<file path="config.mk">
export PLATFORM = sky130hd
export DESIGN_NAME = ilbm_byterun1_stream_decoder
export DESIGN_NICKNAME = d
export VERILOG_FILES = /design/src/hw/rtl/ilbmdec_pkg.sv /design/src/hw/rtl/ilbm_byterun1_stream_decoder.sv
export SDC_FILE = /design/constraint.sdc
export NUM_CORES = 2
export LEC_CHECK = 0
export ABC_CLOCK_PERIOD_IN_PS = 31300
export BUFFER_PORTS_ARGS = -buffer_cell sky130_fd_sc_hd__buf_2
export CAP_MARGIN = 15
export CORE_MARGIN = 2
export CORE_UTILIZATION = 30
export DETAILED_ROUTE_END_ITERATION = 12
export GPL_TIMING_DRIVEN = 0
export PLACE_DENSITY_LB_ADDON = 0.12
export SLEW_MARGIN = 30
export SYNTH_ARGS = -nofsm -noshare
export SYNTH_HDL_FRONTEND = slang
export SYNTH_SLANG_ARGS = --single-unit
</file>
<file path="constraint.sdc">
create_clock -name clk -period 31.3 [get_ports clk]
set_clock_uncertainty 0.05 [all_clocks]
set_input_delay 6.26 -clock clk [delete_from_list [all_inputs] [get_ports clk]]
set_output_delay 6.26 -clock clk [all_outputs]
set_load 0.1 [all_outputs]
</file>
<file path="src/hw/rtl/ilbmdec_pkg.sv">
// ilbmdec_pkg: tags, control codes and result kinds of the ilbm byterun1 decoder
// no dependencies; imported by the decoder top level and its checker

package ilbmdec_pkg;

  // chunk and form tags, big-endian ascii
  localparam logic [31:0] TAG_FORM = 32'h464F_524D;
  localparam logic [31:0] TAG_ILBM = 32'h494C_424D;
  localparam logic [31:0] TAG_BMHD = 32'h424D_4844;
  localparam logic [31:0] TAG_BODY = 32'h424F_4459;
  localparam logic [31:0] TAG_CMAP = 32'h434D_4150;

  // byterun1 no-op control byte
  localparam logic [7:0] RUN_NOP = 8'h80;

  // highest field offset tracked inside a chunk
  localparam logic [4:0] FIELD_CNT_MAX = 5'd31;

  // bitmap header field offsets
  localparam logic [4:0] BMHD_W_HI   = 5'd0;
  localparam logic [4:0] BMHD_W_LO   = 5'd1;
  localparam logic [4:0] BMHD_H_HI   = 5'd2;
  localparam logic [4:0] BMHD_H_LO   = 5'd3;
  localparam logic [4:0] BMHD_PLANES = 5'd8;
  localparam logic [4:0] BMHD_MASK   = 5'd9;
  localparam logic [4:0] BMHD_COMP   = 5'd10;

  // result kinds, sent on the result tuser
  typedef enum logic [2:0] {
    KIND_RUN      = 3'd0,
    KIND_PALETTE  = 3'd1,
    KIND_HEADER   = 3'd2,
    KIND_BAD_FORM = 3'd3,
    KIND_BAD_ILBM = 3'd4,
    KIND_DONE     = 3'd5,
    KIND_OVERRUN  = 3'd6
  } kind_t;

endpackage

</file>
<file path="src/hw/rtl/ilbm_byterun1_stream_decoder.sv">
// ilbm_byterun1_stream_decoder: iff ilbm parser with byterun1 body unpacking
// depends on ilbmdec_pkg (tags, codes, result kinds)
//
// usage
//   input channel in_*: one file byte per transfer, in file order
//   result channel out_*: at most one result per input byte; out_tuser is the
//     result kind (run, palette entry, header, bad form, bad ilbm, done,
//     clipped run), out_tdata carries address, value, run length and the
//     bitmap header fields, zero where they mean nothing for the kind
//   output: a result is registered and is on out_* in the cycle after the byte that causes it
//   throughput: one byte per cycle when not stalled; every byte is handled by
//     one pass of per-phase logic between the parser state and the result
//     register, with run addresses kept as running sums (one add per byte)
//   stall: the result register parts the channels; in_tready stays high while
//     the result register is empty or being taken, and drops only while a
//     result waits on a low out_tready
//   reset: a synchronous low rst_n returns the parser to expecting the form
//     tag and empties the result register; no clearing pass is needed
//   after a bad tag or the done report all further bytes are taken and dropped
//   until the next reset
//   ADDR_BITS sets the width of the run address arithmetic; addresses wrap at
//     2**ADDR_BITS and the low 20 bits are reported

module ilbm_byterun1_stream_decoder
  import ilbmdec_pkg::*;
#(
  parameter int ADDR_BITS = 20
) (
  input  logic        clk,
  input  logic        rst_n,
  // input byte channel
  input  logic        in_tvalid,
  output logic        in_tready,
  input  logic [7:0]  in_tdata,   // [7:0] file_byte
  // result channel
  output logic        out_tvalid,
  input  logic        out_tready,
  output logic [95:0] out_tdata,  // [19:0] address, [31:20] value, [39:32] run_length,
                                  // [55:40] image_width, [71:56] image_height,
                                  // [79:72] plane_count, [87:80] mask_mode,
                                  // [95:88] compression_mode
  output logic [2:0]  out_tuser   // [2:0] kind
);

  localparam int AW = ADDR_BITS;

  // parser phases
  typedef enum logic [4:0] {
    PH_FORM, PH_FSIZE, PH_ILBM, PH_CHID,
    PH_SZ_BMHD, PH_SZ_BODY, PH_SZ_CMAP, PH_SZ_OTHER,
    PH_BMHD, PH_BODY_CTRL, PH_BODY_LIT, PH_BODY_REP, PH_CMAP, PH_SKIP,
    PH_PAD, PH_DONE_PEND, PH_IDLE
  } phase_t;

  // parser state
  phase_t        phase_r,      phase_nxt;
  logic [31:0]   shift_r,      shift_nxt;      // tag / size collector
  logic [4:0]    fcnt_r,       fcnt_nxt;       // byte count within field or chunk
  logic [31:0]   file_rem_r,   file_rem_nxt;
  logic [31:0]   chunk_rem_r,  chunk_rem_nxt;
  logic          chunk_pad_r,  chunk_pad_nxt;
  logic [15:0]   hdr_width_r,  hdr_width_nxt;
  logic [15:0]   hdr_height_r, hdr_height_nxt;
  logic [7:0]    hdr_planes_r, hdr_planes_nxt;
  logic [7:0]    hdr_mask_r,   hdr_mask_nxt;
  logic [7:0]    hdr_comp_r,   hdr_comp_nxt;
  logic [13:0]   row_bytes_r,  row_bytes_nxt;
  logic [15:0]   row_idx_r,    row_idx_nxt;
  logic [7:0]    plane_idx_r,  plane_idx_nxt;
  logic [12:0]   col_idx_r,    col_idx_nxt;
  logic [AW-1:0] row_base_r,   row_base_nxt;   // plane*stride + row*row_bytes
  logic [AW-1:0] row_start_r,  row_start_nxt;  // row*row_bytes
  logic [AW-1:0] stride_r;                     // row_bytes*height, one plane
  logic [7:0]    pkt_cnt_r,    pkt_cnt_nxt;
  logic [7:0]    colour_r,     colour_nxt;
  logic [7:0]    pal_idx_r,    pal_idx_nxt;

  // result register
  logic          out_valid_r,  out_valid_nxt;
  kind_t         out_kind_r;
  logic [19:0]   out_addr_r;
  logic [11:0]   out_value_r;
  logic [7:0]    out_len_r;
  logic [15:0]   out_width_r;
  logic [15:0]   out_height_r;
  logic [7:0]    out_planes_r;
  logic [7:0]    out_mask_r;
  logic [7:0]    out_comp_r;

  // result of the current byte
  logic          em;
  kind_t         em_kind;
  logic [19:0]   em_addr;
  logic [11:0]   em_value;
  logic [7:0]    em_len;
  logic          em_hdr;

  logic          in_fire;
  logic [7:0]    in_byte;
  logic [31:0]   shift_cat;
  logic          field_done;
  logic [4:0]    fcnt_inc;
  logic [31:0]   file_dec;
  logic [16:0]   width_sum;
  logic [13:0]   rb_new;
  logic          image_done;
  logic [AW-1:0] cur_addr;
  logic [13:0]   room;
  logic          clip;
  logic [7:0]    rep_len;
  logic [7:0]    adv_len;
  logic          adv;
  logic [13:0]   col_sum;
  logic [7:0]    plane_inc;
  logic [3:0]    nib;
  logic          data_end_req;
  logic          chunk_end_req;
  logic [29:0]   stride_prod;

  assign in_tready  = !out_valid_r || out_tready;
  assign in_fire    = in_tvalid && in_tready;
  assign in_byte    = in_tdata;

  assign shift_cat  = {shift_r[23:0], in_byte};
  assign field_done = (fcnt_r >= 5'd3);
  assign fcnt_inc   = fcnt_r + 5'd1;
  assign file_dec   = (file_rem_r != 32'd0) ? file_rem_r - 32'd1 : file_rem_r;
  assign nib        = in_byte[7:4];

  // bytes per plane row: width rounded up to 16 pixels, in bytes
  assign width_sum  = {1'b0, hdr_width_r} + 17'd15;
  assign rb_new     = {width_sum[16:4], 1'b0};

  assign image_done = (hdr_planes_r == 8'd0) || (hdr_height_r == 16'd0) ||
                      (row_bytes_r == 14'd0) || (row_idx_r >= hdr_height_r);

  assign cur_addr   = row_base_r + AW'(col_idx_r);

  // repeat run clipped to the end of the current row
  assign room       = row_bytes_r - {1'b0, col_idx_r};
  assign clip       = {6'd0, pkt_cnt_r} > room;
  assign rep_len    = clip ? room[7:0] : pkt_cnt_r;

  assign col_sum    = {1'b0, col_idx_r} + {6'd0, adv_len};
  assign plane_inc  = plane_idx_r + 8'd1;

  // one plane's size, registered ahead of the first run of a body
  assign stride_prod = 30'(row_bytes_r) * 30'(hdr_height_r);

  always_comb begin
    phase_nxt      = phase_r;
    shift_nxt      = shift_r;
    fcnt_nxt       = fcnt_r;
    file_rem_nxt   = file_rem_r;
    chunk_rem_nxt  = chunk_rem_r;
    chunk_pad_nxt  = chunk_pad_r;
    hdr_width_nxt  = hdr_width_r;
    hdr_height_nxt = hdr_height_r;
    hdr_planes_nxt = hdr_planes_r;
    hdr_mask_nxt   = hdr_mask_r;
    hdr_comp_nxt   = hdr_comp_r;
    row_bytes_nxt  = row_bytes_r;
    row_idx_nxt    = row_idx_r;
    plane_idx_nxt  = plane_idx_r;
    col_idx_nxt    = col_idx_r;
    row_base_nxt   = row_base_r;
    row_start_nxt  = row_start_r;
    pkt_cnt_nxt    = pkt_cnt_r;
    colour_nxt     = colour_r;
    pal_idx_nxt    = pal_idx_r;
    em             = 1'b0;
    em_kind        = KIND_RUN;
    em_addr        = 20'd0;
    em_value       = 12'd0;
    em_len         = 8'd0;
    em_hdr         = 1'b0;
    adv            = 1'b0;
    adv_len        = 8'd0;
    data_end_req   = 1'b0;
    chunk_end_req  = 1'b0;

    if (in_fire) begin
      case (phase_r)
        PH_FORM: begin
          shift_nxt = shift_cat;
          fcnt_nxt  = field_done ? 5'd0 : fcnt_inc;
          if (field_done) begin
            if (shift_cat != TAG_FORM) begin
              phase_nxt = PH_IDLE;
              em        = 1'b1;
              em_kind   = KIND_BAD_FORM;
            end else begin
              phase_nxt = PH_FSIZE;
            end
          end
        end
        PH_FSIZE: begin
          shift_nxt = shift_cat;
          fcnt_nxt  = field_done ? 5'd0 : fcnt_inc;
          if (field_done) begin
            file_rem_nxt = shift_cat;
            phase_nxt    = PH_ILBM;
          end
        end
        PH_ILBM: begin
          shift_nxt = shift_cat;
          fcnt_nxt  = field_done ? 5'd0 : fcnt_inc;
          if (field_done) begin
            if (shift_cat != TAG_ILBM) begin
              phase_nxt = PH_IDLE;
              em        = 1'b1;
              em_kind   = KIND_BAD_ILBM;
            end else begin
              // the form type tag counts against the form size
              file_rem_nxt  = (file_rem_r > 32'd4) ? file_rem_r - 32'd4 : 32'd0;
              chunk_end_req = 1'b1;
            end
          end
        end
        PH_CHID: begin
          file_rem_nxt = file_dec;
          shift_nxt    = shift_cat;
          fcnt_nxt     = field_done ? 5'd0 : fcnt_inc;
          if (field_done) begin
            if (shift_cat == TAG_BMHD) begin
              phase_nxt = PH_SZ_BMHD;
            end else if (shift_cat == TAG_BODY) begin
              phase_nxt = PH_SZ_BODY;
            end else if (shift_cat == TAG_CMAP) begin
              phase_nxt = PH_SZ_CMAP;
            end else begin
              phase_nxt = PH_SZ_OTHER;
            end
          end
        end
        PH_SZ_BMHD, PH_SZ_BODY, PH_SZ_CMAP, PH_SZ_OTHER: begin
          file_rem_nxt = file_dec;
          shift_nxt    = shift_cat;
          fcnt_nxt     = field_done ? 5'd0 : fcnt_inc;
          if (field_done) begin
            chunk_rem_nxt = shift_cat;
            chunk_pad_nxt = shift_cat[0];
            case (phase_r)
              PH_SZ_BMHD:  phase_nxt = PH_BMHD;
              PH_SZ_CMAP:  phase_nxt = PH_CMAP;
              PH_SZ_OTHER: phase_nxt = PH_SKIP;
              default: begin
                // body start: new geometry, write position back to zero
                row_bytes_nxt = rb_new;
                row_idx_nxt   = 16'd0;
                plane_idx_nxt = 8'd0;
                col_idx_nxt   = 13'd0;
                row_base_nxt  = '0;
                row_start_nxt = '0;
                pkt_cnt_nxt   = 8'd0;
                phase_nxt     = PH_BODY_CTRL;
              end
            endcase
            data_end_req = (shift_cat == 32'd0);
          end
        end
        PH_BMHD, PH_BODY_CTRL, PH_BODY_LIT, PH_BODY_REP, PH_CMAP, PH_SKIP: begin
          file_rem_nxt  = file_dec;
          chunk_rem_nxt = chunk_rem_r - 32'd1;
          data_end_req  = (chunk_rem_r == 32'd1);
          case (phase_r)
            PH_BMHD: begin
              case (fcnt_r)
                BMHD_W_HI:   hdr_width_nxt[15:8]  = in_byte;
                BMHD_W_LO:   hdr_width_nxt[7:0]   = in_byte;
                BMHD_H_HI:   hdr_height_nxt[15:8] = in_byte;
                BMHD_H_LO:   hdr_height_nxt[7:0]  = in_byte;
                BMHD_PLANES: hdr_planes_nxt       = in_byte;
                BMHD_MASK:   hdr_mask_nxt         = in_byte;
                BMHD_COMP: begin
                  hdr_comp_nxt = in_byte;
                  em           = 1'b1;
                  em_kind      = KIND_HEADER;
                  em_hdr       = 1'b1;
                end
                default: ;
              endcase
              if (fcnt_r < FIELD_CNT_MAX) begin
                fcnt_nxt = fcnt_inc;
              end
            end
            PH_CMAP: begin
              // r, g, b bytes; high nibble of each kept
              case (fcnt_r)
                5'd0: begin
                  colour_nxt = {nib, 4'd0};
                  fcnt_nxt   = 5'd1;
                end
                5'd1: begin
                  colour_nxt = colour_r | {4'd0, nib};
                  fcnt_nxt   = 5'd2;
                end
                default: begin
                  em          = 1'b1;
                  em_kind     = KIND_PALETTE;
                  em_addr     = {12'd0, pal_idx_r};
                  em_value    = {colour_r, nib};
                  pal_idx_nxt = pal_idx_r + 8'd1;
                  fcnt_nxt    = 5'd0;
                end
              endcase
            end
            PH_BODY_CTRL: begin
              if (!image_done && in_byte != RUN_NOP) begin
                if (in_byte[7]) begin
                  pkt_cnt_nxt = 8'(9'd257 - {1'b0, in_byte});
                  phase_nxt   = PH_BODY_REP;
                end else begin
                  pkt_cnt_nxt = in_byte + 8'd1;
                  phase_nxt   = PH_BODY_LIT;
                end
              end
            end
            PH_BODY_LIT: begin
              if (!image_done) begin
                em       = 1'b1;
                em_kind  = KIND_RUN;
                em_addr  = 20'(cur_addr);
                em_value = {4'd0, in_byte};
                em_len   = 8'd1;
                adv      = 1'b1;
                adv_len  = 8'd1;
                if (pkt_cnt_r != 8'd0) begin
                  pkt_cnt_nxt = pkt_cnt_r - 8'd1;
                end
                if (pkt_cnt_r <= 8'd1) begin
                  phase_nxt = PH_BODY_CTRL;
                end
              end
            end
            PH_BODY_REP: begin
              if (!image_done) begin
                em        = 1'b1;
                em_kind   = clip ? KIND_OVERRUN : KIND_RUN;
                em_addr   = 20'(cur_addr);
                em_value  = {4'd0, in_byte};
                em_len    = rep_len;
                adv       = 1'b1;
                adv_len   = rep_len;
                phase_nxt = PH_BODY_CTRL;
              end
            end
            default: ;  // skipped chunk
          endcase
        end
        PH_PAD: begin
          file_rem_nxt  = file_dec;
          chunk_end_req = 1'b1;
        end
        PH_DONE_PEND: begin
          phase_nxt = PH_IDLE;
          em        = 1'b1;
          em_kind   = KIND_DONE;
        end
        default: ;  // idle after error or done
      endcase

      // write position: next column, next plane row, or next image row
      if (adv) begin
        if (col_sum >= row_bytes_r) begin
          col_idx_nxt = 13'd0;
          if (plane_inc >= hdr_planes_r) begin
            plane_idx_nxt = 8'd0;
            row_idx_nxt   = row_idx_r + 16'd1;
            row_start_nxt = row_start_r + AW'(row_bytes_r);
            row_base_nxt  = row_start_nxt;
          end else begin
            plane_idx_nxt = plane_inc;
            row_base_nxt  = row_base_r + stride_r;
          end
        end else begin
          col_idx_nxt = col_sum[12:0];
        end
      end

      // end of chunk data: pad byte, next chunk or end of file
      if (data_end_req && chunk_pad_nxt) begin
        phase_nxt = PH_PAD;
      end else if (data_end_req || chunk_end_req) begin
        if (file_rem_nxt > 32'd8) begin
          phase_nxt = PH_CHID;
          fcnt_nxt  = 5'd0;
        end else if (em) begin
          phase_nxt = PH_DONE_PEND;
        end else begin
          phase_nxt = PH_IDLE;
          em        = 1'b1;
          em_kind   = KIND_DONE;
        end
      end
    end

    // result register: loaded on a transfer in, emptied when taken
    if (in_fire) begin
      out_valid_nxt = em;
    end else if (out_tready) begin
      out_valid_nxt = 1'b0;
    end else begin
      out_valid_nxt = out_valid_r;
    end
  end

  always_ff @(posedge clk) begin
    if (!rst_n) begin
      phase_r      <= PH_FORM;
      shift_r      <= 32'd0;
      fcnt_r       <= 5'd0;
      file_rem_r   <= 32'd0;
      chunk_rem_r  <= 32'd0;
      chunk_pad_r  <= 1'b0;
      hdr_width_r  <= 16'd0;
      hdr_height_r <= 16'd0;
      hdr_planes_r <= 8'd0;
      hdr_mask_r   <= 8'd0;
      hdr_comp_r   <= 8'd0;
      row_bytes_r  <= 14'd0;
      row_idx_r    <= 16'd0;
      plane_idx_r  <= 8'd0;
      col_idx_r    <= 13'd0;
      row_base_r   <= '0;
      row_start_r  <= '0;
      pkt_cnt_r    <= 8'd0;
      colour_r     <= 8'd0;
      pal_idx_r    <= 8'd0;
      out_valid_r  <= 1'b0;
    end else begin
      phase_r      <= phase_nxt;
      shift_r      <= shift_nxt;
      fcnt_r       <= fcnt_nxt;
      file_rem_r   <= file_rem_nxt;
      chunk_rem_r  <= chunk_rem_nxt;
      chunk_pad_r  <= chunk_pad_nxt;
      hdr_width_r  <= hdr_width_nxt;
      hdr_height_r <= hdr_height_nxt;
      hdr_planes_r <= hdr_planes_nxt;
      hdr_mask_r   <= hdr_mask_nxt;
      hdr_comp_r   <= hdr_comp_nxt;
      row_bytes_r  <= row_bytes_nxt;
      row_idx_r    <= row_idx_nxt;
      plane_idx_r  <= plane_idx_nxt;
      col_idx_r    <= col_idx_nxt;
      row_base_r   <= row_base_nxt;
      row_start_r  <= row_start_nxt;
      pkt_cnt_r    <= pkt_cnt_nxt;
      colour_r     <= colour_nxt;
      pal_idx_r    <= pal_idx_nxt;
      out_valid_r  <= out_valid_nxt;
      stride_r     <= AW'(stride_prod);
      if (in_fire && em) begin
        out_kind_r   <= em_kind;
        out_addr_r   <= em_addr;
        out_value_r  <= em_value;
        out_len_r    <= em_len;
        out_width_r  <= em_hdr ? hdr_width_nxt  : 16'd0;
        out_height_r <= em_hdr ? hdr_height_nxt : 16'd0;
        out_planes_r <= em_hdr ? hdr_planes_nxt : 8'd0;
        out_mask_r   <= em_hdr ? hdr_mask_nxt   : 8'd0;
        out_comp_r   <= em_hdr ? hdr_comp_nxt   : 8'd0;
      end
    end
  end

  assign out_tvalid = out_valid_r;
  assign out_tuser  = out_kind_r;
  assign out_tdata  = {out_comp_r, out_mask_r, out_planes_r, out_height_r, out_width_r,
                       out_len_r, out_value_r, out_addr_r};

endmodule

</file>
### Word-level counts from Yosys, hierarchy flattened

Cells that the tools add are included.

* $add $sub $neg: 16
* multiply operators: 1
* divide/modulo/power cells: 0
* magnitude comparators: 9
* eq/ne operators: 46
* shift operators: 0
* multiplexer cells: 157
* bitwise operators: 3
* reduce and logical (&&, ||, !) cells: 42

Operators by type and width (count)
* $mux 8: 34
* $mux 20: 13
* $mux 32: 7
* $mux 16: 12
* $mux 5: 20
* $eq 32x31->1 const B: 3
* $pmux 32 s3: 1
* $mux 13: 5
* $ne 32x31->1 const B: 2
* $pmux 32 s2: 1
* $pmux 8 s2: 4
* $sub 32x1->32 const B: 2
* $eq 5x4->1 const B: 11
* $pmux 20 s2: 1
* $pmux 5 s7: 1
* $eq 32x1->1 const B: 1
* $gt 32x3->1 const B: 1
* $gt 32x4->1 const B: 1
* $logic_not 32->1: 1
* $mux 1: 32
* $reduce_bool 32->1: 1
* $sub 32x3->32 const B: 1
* $add 8x1->8 const B: 3
* $mux 3: 8
* 62 further kinds: 108

* bits in registers: 388
* bits in latches: 0
* bits in writable memories: 0
* bits in read-only memories: 0
* word-level logic and storage cells: 305
* memories kept: 0

### Logic depth before layout (Yosys ltp)

* depth in word-level cells: 14
* mapped depth: 43
* depth with buffers taken out: 40

### Worst setup path after synthesis

Ideal clock, no wire load.

* path kind: input -> register
* from: input in_tdata[1]
* to: register out_addr_r[0], enable pin
* setup time: 0.591 ns
* data arrival time: 13.989 ns
* setup slack: 16.670 ns
* stages on the path: 14
* path buffers: 2
* path through: clkbuf_1 -> inv_1 -> ha_1 -> and4bb_2 -> o211ai_1 -> or4_1 -> buf_2 -> a21oi_2 -> o211ai_1 -> a221o_1 -> or3_4 -> nor4_4 -> nand3_4 -> o22ai_1

* longest elaborated chain between the ends: 12

RTL lines
* from (decl): RTL line ilbm_byterun1_stream_decoder.sv:34 `input logic [7:0] in_tdata,`
* $ne 32x31->1: RTL line ilbm_byterun1_stream_decoder.sv:209 `if (shift_cat != TAG_ILBM) begin`
* $mux 32: RTL line ilbm_byterun1_stream_decoder.sv:209
* $mux 32: RTL line ilbm_byterun1_stream_decoder.sv:208 `if (field_done) begin`
* $pmux 32 s3: RTL line ilbm_byterun1_stream_decoder.sv:183 `case (phase_r)`
* $mux 32: RTL line ilbm_byterun1_stream_decoder.sv:182 `if (in_fire) begin`
* $gt 32x4->1: RTL line ilbm_byterun1_stream_decoder.sv:385 `if (file_rem_nxt > 32'd8) begin`
* $mux 1: RTL line ilbm_byterun1_stream_decoder.sv:385
* $mux 1: RTL line ilbm_byterun1_stream_decoder.sv:384 `end else if (data_end_req || chunk_end_req) begin`
* $mux 1 *: RTL line ilbm_byterun1_stream_decoder.sv:382 `if (data_end_req && chunk_pad_nxt) begin`
* $mux 1 *: RTL line ilbm_byterun1_stream_decoder.sv:182
* $logic_and 1x1->1 *: RTL line ilbm_byterun1_stream_decoder.sv:454 `if (in_fire && em) begin`
* $reduce_and 2->1 (no line) *
* to (signal assigned): RTL line ilbm_byterun1_stream_decoder.sv:456 `out_addr_r <= em_addr;`
* to (decl): RTL line ilbm_byterun1_stream_decoder.sv:81 `logic [19:0] out_addr_r;`

Mark *: on every way between the ends. The rest lies on a longest branch, timed or not. The select of a mux whose other input is x is not followed.
A chain may end at the register's enable or synchronous reset.

### Worst setup path after layout

* from: input out_tready
* to: register row_start_r[10]

* longest elaborated chain between the ends: 7

RTL lines
* from (decl): RTL line ilbm_byterun1_stream_decoder.sv:37 `input logic out_tready,`
* $logic_or 1x1->1: RTL line ilbm_byterun1_stream_decoder.sv:120 `assign in_tready = !out_valid_r || out_tready;`
* $logic_and 1x1->1: RTL line ilbm_byterun1_stream_decoder.sv:121 `assign in_fire = in_tvalid && in_tready;`
* $mux 8: RTL line ilbm_byterun1_stream_decoder.sv:182
* named net adv_len[0]: RTL line ilbm_byterun1_stream_decoder.sv:111 `logic [7:0] adv_len;`
* $add 13x8->14: RTL line ilbm_byterun1_stream_decoder.sv:144 `assign col_sum = {1'b0, col_idx_r} + {6'd0, adv_len};`
* $ge 14x14->1: RTL line ilbm_byterun1_stream_decoder.sv:365 `if (col_sum >= row_bytes_r) begin`
* $mux 20: RTL line ilbm_byterun1_stream_decoder.sv:365
* $mux 20: RTL line ilbm_byterun1_stream_decoder.sv:364 `if (adv) begin`
* to (signal assigned): RTL line ilbm_byterun1_stream_decoder.sv:448 `row_start_r <= row_start_nxt;`
* to (decl): RTL line ilbm_byterun1_stream_decoder.sv:72 `logic [AW-1:0] row_start_r, row_start_nxt;`

The timed path passes the listed nets, and every way through them passes these cells.

==> PnR_summary.wiki <==
{| class="wikitable"
! Metric !! Value
|-
| Routed wire length || 114000 um
|-
| Multi-input gate area || 17300 um2
|-
| Clk sinks || 380
|-
| Crit path capture type || flop
|-
| Length of the first detailed-routing pass in iterations || 6
|-
| Comb power frac || 0.305
|-
| H-tree lvl count || 2
|-
| Grt ovf || 0
|-
| Number of buffers inserted to repair setup after CTS || 0
|-
| Initial core utilization || 0.302
|-
| Count of synthesis-stage warnings from yosys || 0
|-
| Power share of the clock group || 0.352
|-
| Reg-to-reg startpoint || hdr_height_r[9]$_SDFF_PN0_
|-
| Antenna violations before repair || 3
|-
| Number of top-level pins || 113
|-
| Async set or reset register ratio after synthesis || 0
|-
| Fraction of layout cells with a size suffix above 1 || 0.0762
|-
| Total nets after synthesis || 3699
|-
| Flop pwr share || 0.344
|-
| Register area || 8790 um2
|-
| Status || complete, no violations
|-
| Start-to-end type of the worst setup path || input pin to flop
|-
| DP HPWL || 86800 um
|-
| Post-DR vias/cell || 5.42
|-
| TritonCTS clock tree || yes
|-
| Count of hold-fix buffers inserted at cts || 0
|-
| Post-synth top cells || nor2_1 (487), nand2_1 (380), dfxtp_1 (262)
|-
| Synth cell types || 90
|-
| Clk Latency, worst-skew pair || 0.63 ns
|-
| Count of nets left with antenna violations after detail routing || 0
|-
| Average size of a mapped cell || 8.15 um2
|-
| Critical path arrival || 15.77 ns
|-
| Worst setup path startpoint || out_tready
|-
| Die Height || 308 um
|-
| PortBufs || 111
|-
| Max_cap viols || 0
|-
| Critical path startpoint category || input pin
|-
| Critical-path cell with the highest stage delay || a21boi_0
|-
| Clk slew on worst S/H paths || 0.06 ns
|-
| Worst setup slack for register-to-register paths || 20.25 ns
|-
| Area of the core region || 91700 um2
|-
| Termination of the worst setup path || row_start_r[10]$_SDFFE_PN0P_
|-
| FILL cells || 9736
|-
| Shortest period the worst path allows || 15.29 ns
|-
| Internal portion of total power || 1.01 mW
|-
| Total routing resource utilization after global routing || 0.236
|-
| Worst VDD drop || 0.0432 mV
|-
| P_leak || 12.4 nW
|-
| TritonCTS Buffers || 48
|-
| Number of setup violations in the final report || 0
|-
| Non-Filler Cell Area, Final || 31600 um2
|-
| Number of gates given a new drive strength after cts || 0
|-
| Fmax || 65.4 MHz
|-
| Cell chosen for the clock root || clkbuf_16
|-
| Remaining max-slew budget at the tightest pin || 0.276
|-
| Maximum cell stage delay along the critical path || 0.78 ns
|-
| Switching share of power || 0.390
|-
| Max Fanout on Critical Path || 10
|-
| Floorplan die width || 308 um
|-
| RSZ-0062 raised after global routing || false
|-
| Via total after detailed routing || 26000
|-
| Synthesized cell area || 27700 um2
|-
| Post-synthesis cell type with the largest combined area || dfxtp_1
|-
| Slew at the pin with the worst max-slew slack || 1.09 ns
|-
| Layout overhead on the synthesized area || 14.1%
|-
| Post-layout utilization of the core || 0.345
|-
| Number of flip-flops and latches in the synthesized netlist || 380
|-
| Final period util || 0.489
|-
| Cell area after placement || 30000 um2
|-
| Endpoint of the most critical register-to-register path || row_start_r[10]$_SDFFE_PN0P_
|-
| Number of enable flip-flop cells after synthesis || 118
|-
| Vias in the first global route || 24900
|-
| Remaining routing DRC violations || 0
|-
| Psw || 0.646 mW
|-
| Worst Hold Margin || 0.421 ns
|-
| Total negative setup slack || 0 ns
|-
| Top_reg_cell synth || dfxtp_1
|-
| Floorplan die area || 94800 um2
|-
| Total power divided by cell area || 52.3 nW/um2
|-
| Placer congestion estimate || 0.974
|-
| Core Rows || 111
|-
| Maximum buffer depth of the clock tree || 3
|-
| Hold Crit Class || flop to flop
|-
| Largest net degree at the start of global routing || 28
|-
| Cell count after synthesis || 3399
|-
| First-pass GRT wire length || 168000 um
|-
| Count of cells along the worst register-to-register path || 34
|-
| Layout Nets || 3869
|-
| Final max-slew violation count || 0
|-
| Share of the synthesized area in the top cell type || 0.189
|-
| Required time of the critical path || 31.77 ns
|-
| Number of hold violations in the final report || 0
|-
| Share of the yosys chip area belonging to registers || 0.317
|-
| Leading cell types by total area after synthesis || dfxtp_1 (19%), edfxtp_1 (13%), fa_1 (8.4%)
|-
| Routed WL per cell || 23.7 um
|-
| Initial drt markers || 2398
|-
| Most numerous cell in the Yosys netlist || nor2_1
|}
[final cells by class]
class / instances / share of cell area
multi-input combinational: 2589 / 0.548
clock buffer: 63 / 0.0417
sequential: 380 / 0.278
clock inverter: 25 / 0.00977
antenna: 1 / 0.0000791
buffer: 189 / 0.0242
tap: 1186 / 0.0469
timing repair buffer: 120 / 0.0226
inverter: 241 / 0.0286
[how the worst min path moves through the flow]
stage	start	cells after the start	to
5_1_grt	row_start_r[0]$_SDFFE_PN0P_	1	row_start_r[0]$_SDFFE_PN0P_
6_report	colour_r[1]$_SDFFE_PN0P_	2	colour_r[1]$_SDFFE_PN0P_
3_3_place_gp	colour_r[1]$_SDFFE_PN0P_	2	colour_r[1]$_SDFFE_PN0P_
3_5_place_dp	colour_r[1]$_SDFFE_PN0P_	2	colour_r[1]$_SDFFE_PN0P_
2_1_floorplan	colour_r[0]$_SDFFE_PN0P_	2	colour_r[0]$_SDFFE_PN0P_
4_1_cts	colour_r[1]$_SDFFE_PN0P_	2	colour_r[1]$_SDFFE_PN0P_
[flip-flops by register name, indices dropped and copies added, names as in the netlist, 16 cells and up]
signal / count
chunk_rem_r: 32
file_rem_r: 32
shift_r: 24
out_addr_r: 20
row_base_r: 20
row_start_r: 20
stride_r: 19
hdr_height_r: 16
hdr_width_r: 16
out_height_r: 16
out_width_r: 16
row_idx_r: 16
[metrics by stage]
stage	total power [mW]	setup WS, ns	instances
6_report	1.65	16.01	4794
4_1_cts	1.65	16.21	4792
2_1_floorplan	0.900	16.67	3399
3_3_place_gp	1.07	11.39	4696
3_5_place_dp	1.06	15.59	4704
5_1_grt	1.72	15.48	4793
[placed cells by master, fill, tap and decap left out, drive strengths merged, types with 16 or more instances in the layout]
cell	n
o22ai	16
buf	147
edfxtp	118
nand4	43
nor2	487
and3	32
a22oi	61
inv	244
mux2i	58
nand2	380
fa	116
a211oi	39
nand2b	22
o31ai	16
ha	172
xnor2	83
a21oi	257
a21o	31
a31oi	21
nor4	39
clkbuf	225
o21a	17
or3	47
o21ai	161
nor2b	27
nor3	106
and2	38
o211ai	19
xor2	43
or4	16
nand3	78
dfxtp	262
[power groups by stage]
stage	Combinational [mW]	Clock, mW	Sequential, mW
2_1_floorplan	0.303	0	0.598
3_3_place_gp	0.488	0	0.580
3_5_place_dp	0.486	0	0.577
4_1_cts	0.488	0.596	0.567
5_1_grt	0.538	0.614	0.571
6_report	0.504	0.582	0.568
[kinds of logic after synthesis]
family,Yosys count,share of synthesized area
AO/OA/AOI/OAI,749,0.170
XOR/XNOR,126,0.0398
adder cells (fa/ha/maj),288,0.161
buffers and inverters,430,0.0596
flip-flops,380,0.317
multiplexers,63,0.0230
AND/OR/NAND/NOR,1363,0.229
[worst max-delay path: cells and delay by family]
kind | cells | cell delay, ns
fa+ha+maj | 3 | 0.88
simple gates | 10 | 3.22
xor+xnor | 1 | 0.21
buf+inv | 5 | 1.69
compound gates | 12 | 3.46
[routing by layer]
layer  vias to the layer above  share of wire  track usage
li1                      12200              -            -
met1                     12500           0.48        0.346
met2                      1009           0.42        0.350
met3                       183          0.076       0.0443
met4                         2          0.027       0.0652
met5                         -       0.000062            0
Note: power is estimated with default switching activity, not from simulation.
